===== src/sv/pidaw_pkg.sv =====
// ----------------------------------------------------------------------------
// pidaw_pkg
// Types and constants shared by the PID controller with clamping anti-windup.
// ----------------------------------------------------------------------------
package pidaw_pkg;

	typedef enum logic {
		CMD_UPDATE = 1'b0,
		CMD_CLEAR  = 1'b1
	} cmd_t;

	typedef enum logic [1:0] {
		SAT_NONE = 2'd0,
		SAT_HIGH = 2'd1,
		SAT_LOW  = 2'd2
	} sat_t;

	typedef enum logic [1:0] {
		REG_GAIN_P = 2'd0,
		REG_GAIN_I = 2'd1,
		REG_GAIN_D = 2'd2,
		REG_LIMIT  = 2'd3
	} reg_idx_t;

	typedef enum logic [1:0] {
		B_IDLE,
		B_MUL,
		B_SUM,
		B_OUT
	} bstate_t;

	// classified word handed from front to back
	typedef struct packed {
		cmd_t               cmd;
		logic signed [32:0] err;
		logic signed [32:0] deriv;
	} item_t;

	localparam logic signed [31:0] INT_MAX = 32'sh7fff_ffff;
	localparam logic signed [31:0] INT_MIN = 32'sh8000_0000;

	localparam logic signed [31:0] GAIN_P_RST = 32'sd1;
	localparam logic signed [31:0] GAIN_I_RST = 32'sd0;
	localparam logic signed [31:0] GAIN_D_RST = 32'sd0;
	localparam logic [30:0]        LIMIT_RST  = 31'd1000;

endpackage


===== src/sv/pidaw_front.sv =====
// ----------------------------------------------------------------------------
// pidaw_front
// Accepts input words, forms error and measurement derivative, tracks the
// stored sensor value and queues the classified word.
// ----------------------------------------------------------------------------
module pidaw_front
	import pidaw_pkg::*;
(
	input  logic        clk,
	input  logic        arst_n,
	input  logic        in_valid,
	input  logic        in_cmd,
	input  logic [63:0] in_data,
	input  logic        q_ready,
	output logic        push,
	output item_t       push_item
);

	logic signed [31:0] prev_sensor_q;
	logic signed [31:0] reference;
	logic signed [31:0] sensor;
	cmd_t               cmd;

	assign reference = $signed(in_data[31:0]);
	assign sensor    = $signed(in_data[63:32]);
	assign cmd       = cmd_t'(in_cmd);
	assign push      = in_valid && q_ready;

	always_comb begin
		push_item.cmd   = cmd;
		push_item.err   = 33'(reference) - 33'(sensor);
		push_item.deriv = 33'(prev_sensor_q) - 33'(sensor);
	end

	always_ff @(posedge clk or negedge arst_n) begin
		if (!arst_n) begin
			prev_sensor_q <= '0;
		end else if (push) begin
			prev_sensor_q <= (cmd == CMD_CLEAR) ? '0 : sensor;
		end
	end

endmodule


===== config.mk =====
export PLATFORM = sky130hd
export DESIGN_NAME = pidaw_front
export DESIGN_NICKNAME = d
export VERILOG_FILES = /design/src/sv/pidaw_pkg.sv /design/src/sv/pidaw_front.sv
export SDC_FILE = /design/constraint.sdc
export NUM_CORES = 1
export LEC_CHECK = 0
export BUFFER_PORTS_ARGS = -buffer_cell sky130_fd_sc_hd__buf_2
export CELL_PAD_IN_SITES_DETAIL_PLACEMENT = 1
export CELL_PAD_IN_SITES_GLOBAL_PLACEMENT = 1
export CORE_ASPECT_RATIO = 1.25
export CORE_UTILIZATION = 42
export CTS_CLUSTER_SIZE = 30
export DETAILED_ROUTE_END_ITERATION = 10
export PLACE_DENSITY = 0.86
export REMOVE_ABC_BUFFERS = 1
export SETUP_SLACK_MARGIN = 0.4
export SYNTH_ARGS = -nofsm -noshare
export SYNTH_HDL_FRONTEND = slang
export SYNTH_SLANG_ARGS = --single-unit

===== constraint.sdc =====
create_clock -name clk -period 6.65 [get_ports clk]
set_input_delay 0.665 -clock clk [delete_from_list [all_inputs] [get_ports clk]]
set_output_delay 0.665 -clock clk [all_outputs]
set_load 0.005 [all_outputs]

# Word-level counts from Yosys, hierarchy flattened
# Cells that the tools add are included.
[word_totals]
in_bits = 69
ff_bits = 32
[op_classes]
add_sub_neg = 2
muxes = 1
reduce_logical = 1
[op_table]
columns = ["cell", "count"]
rows = [
  ["32-bit by 32-bit subtractor with 33-bit output", 2],
  ["32-bit 2-to-1 mux", 1],
  ["1-bit logical AND", 1],
]

# Logic depth before layout (Yosys ltp)
[depth]
depth_word = 1
mapped_depth = 10

# Least setup slack after synthesis
# No wires, ideal clock.
[synth_timing]
path_kind = "in2out"
start = "input port in_data[32]"
end = "output port push_item[32] (netlist name)"
cell_stages = 9
t_required_ps = 5985
path_slack_ps = 3408
arrival_time_ps = 2577
path_cell_list = "ha_1 -> fa_1 -> nand2b_1 -> a21oi_1 -> o2111ai_1 -> a21oi_1 -> a21o_1 -> a41oi_1 -> o31a_1"
[synth_lines]
columns = ["element", "line", "rtl"]
rows = [
  ["start, declared", "pidaw_front.sv:13", "input logic [63:0] in_data,"],
  ["end, declared", "pidaw_front.sv:16", "output item_t push_item"],
]

==> flow_metrics.env <==
export IMPL_antenna_cells=0
export IMPL_p_clk_share_pct=21.8
export IMPL_grt_pass1_vias=5621
export IMPL_drc_errors=0
export IMPL_core_mm2=0.0111
export IMPL_cp_arrival_ps=3130
export IMPL_cts_setup_buffers=0
export IMPL_synth_edf_count=0
export IMPL_crit_required_ps=5980
export IMPL_dieArea_mm2=0.0118
export IMPL_ctsHtreeMaxLevel=2
export IMPL_final_cell_mix="buf_2, nand2_1, a21oi_1"
export IMPL_rsz0062_at_grt="false"
export IMPL_num_rows=43
export IMPL_ff2ff_path_depth=2
export IMPL_p_leak_nw=2.83
export IMPL_drv_cap=0
export IMPL_avgViaCountPerCell=5.86
export IMPL_postRouteAntennaNets=0
export IMPL_drive_gt1_share_pct=21.5
export IMPL_final_nets=879
export IMPL_grt_max_degree=64
export IMPL_avgRoutedWirePerCell_um=18.1
export IMPL_grt_first_pass_wirelength_um=26200
export IMPL_finalHoldViolations=0
export IMPL_final_cells=880
export IMPL_status="finished clean"
export IMPL_r2r_slack_ps=5960
export IMPL_clk_latency_ps=280
export IMPL_regArea_um2=801
export IMPL_synth_cells=626
export IMPL_p_int_w=0.000636
export IMPL_cts_root_buf="clkbuf_16"
export IMPL_critPathCaptureType="output pin"
export IMPL_ys_flop_type="dfrtp_1"
export IMPL_drt_iter0_markers=136
export IMPL_die_width_um=97.3
export IMPL_overflow=0
export IMPL_relSlewSlack_pct=47.7
export IMPL_syn2layout_area_growth_pct=18.7
export IMPL_cp_max_fo=3
export IMPL_min_period_ps=3790
export IMPL_synth_seq_cells=32
export IMPL_cts_sinks=32
export IMPL_placedCellCount=872
export IMPL_ys_seq_area_share_pct=16.8
export IMPL_cp_start_kind="primary input"
export IMPL_r2r_end="prev_sensor_q[1]"
export IMPL_path_class="in2out"
export IMPL_io_pin_count=137
export IMPL_irDropWorstVdd_uv=107
export IMPL_ctsHoldBuffers=0
export IMPL_post_cts_resized=0
export IMPL_dr_pass1_iters=4
export IMPL_clock_fmax_mhz=264
export IMPL_hold_path_class="in2async"
export IMPL_power_switching_w=0.000455
export IMPL_seqPwrFrac_pct=20.8
export IMPL_syn_area_mm2=0.00477
export IMPL_fp_dieH_um=121
export IMPL_largest_reg_flops=32
export IMPL_final_setup_tns_ps=0
export IMPL_multi_input_area_mm2=0.00366
export IMPL_rr_startpoint="prev_sensor_q[1]"
export IMPL_setup_violations_final=0
export IMPL_regMostFlops="prev_sensor_q"
export IMPL_routed_wl_um=15900
export IMPL_fin_crit_sh_pct=57.1
export IMPL_fin_total_pwr_w=0.00109
export IMPL_p_per_area_mw_per_mm2=193
export IMPL_cts_inserted_buffers=5
export IMPL_maxSlewViolCount=0
export IMPL_port_buffers=136
export IMPL_avgSynthCellArea_um2=7.62
export IMPL_place_gp_congestion=0.887
export IMPL_grt_usage_pct=27.0
export IMPL_switching_share_pct=41.7
export IMPL_fin_skew_ps=0
export IMPL_clk_pin_slew_ps=60
export IMPL_mostFrequentLayoutCell="buf_2"
export IMPL_yosysUniqueCellTypes=64
export IMPL_cts_tree="yes"
export IMPL_yosys_warnings=0
export IMPL_cts_buffer_depth=2
export IMPL_hpwl_um=13300
export IMPL_final_core_util_pct=51.1
export IMPL_grt_antenna_before_repair=0
export IMPL_reg_top3="prev_sensor_q: 32 flops"
export IMPL_p_comb_share_pct=57.4
export IMPL_tightest_slew_ps=784
export IMPL_async_flop_share_pct=100
export IMPL_start_util_pct=43.0
export IMPL_vias=5155
export IMPL_fill_cells=1425
## power groups by stage
stage	Clock [W]	Sequential [W]	Combinational [W]
after global placement	0	0.000229	0.000601
after global routing	0.000250	0.000229	0.000692
final	0.000238	0.000227	0.000627
after detailed placement	0	0.000231	0.000623
after floorplan	0	0.000227	0.000398
after CTS	0.000240	0.000227	0.000629
## kinds of logic after synthesis
family,count (synthesis),synth area share [%]
AOI/OAI and AO/OA,223,31.5
and+or+nand+nor,171,17.0
buffers and inverters,76,6.40
adders and majority gates,66,17.6
xor gates and xnor gates,58,10.7
DFF,32,16.8
## critical path: stages
cell and delay [ps]:
buf_2 120, ha_1 230, fa_1 400, nand2b_1 180
a21oi_1 200, o2111ai_1 230, a21oi_1 250, a21o_1 210
a41oi_1 210, o31a_1 320, buf_2 120
## per-layer routing
layer	vias up	routed length, µm	track usage, %
met5	-	0	0
met1	2453	6000	27.8
met4	0	518	9.19
met3	33	611	3.86
li1	2521	-	-
met2	148	8770	55.0
## metrics by stage
step	instance area, µm²	setup WS (ps)	hold slack [ps]
5_1_grt	5660	2650	512
3_5_place_dp	5510	2890	476
2_1_floorplan	4650	3410	369
4_1_cts	5660	2880	489
6_report	5660	2860	467
3_3_place_gp	5510	2950	465
## final cells by class
class | count | share of cell area [%]
Clock buffer | 7 | 2.52
Clock inverter | 1 | 0.133
Inverter | 50 | 3.32
Multi-Input combinational cell | 518 | 64.7
Sequential cell | 32 | 14.1
Tap cell | 135 | 2.98
Timing Repair Buffer | 137 | 12.2
## synthesized netlist by cell type (4+ instances only)
master     n  share of area, %
dfrtp_1   32                17
o211ai_1   7               1.1
o21ai_1   14               1.5
inv_1     50               3.9
o21ai_0   21               2.2
nand2b_1  10               1.3
nor3_1    10               1.0
nand3_1   13               1.4
o31ai_1   33               5.2
nand2_1   70               5.5
o21a_1     6              0.94
a211o_1    4              0.73
ha_1      64                17
nor2_1    33               2.6
a21oi_1   69               7.2
a21o_1    15               2.4
a211oi_1   6              0.94
clkbuf_1  16               1.3
xnor2_1   37               6.8
xor2_1    21               3.9
nor2b_1    4              0.52
buf_2      7              0.73
and2_1     4              0.52
nand4_1    9               1.2
o21bai_1  11               1.7
## worst max-delay path by stage
stage | endpoint | slack, ps | depth (start not counted) | from
2_1_floorplan | push_item[32] | 3410 | 9 | in_data[32]
3_3_place_gp | push_item[32] | 2950 | 11 | in_data[32]
3_5_place_dp | push_item[32] | 2890 | 11 | in_data[32]
4_1_cts | push_item[32] | 2880 | 11 | in_data[32]
5_1_grt | push_item[32] | 2650 | 11 | in_data[32]
6_report | push_item[32] | 2860 | 11 | in_data[32]
(Power assumes the default switching activity.)
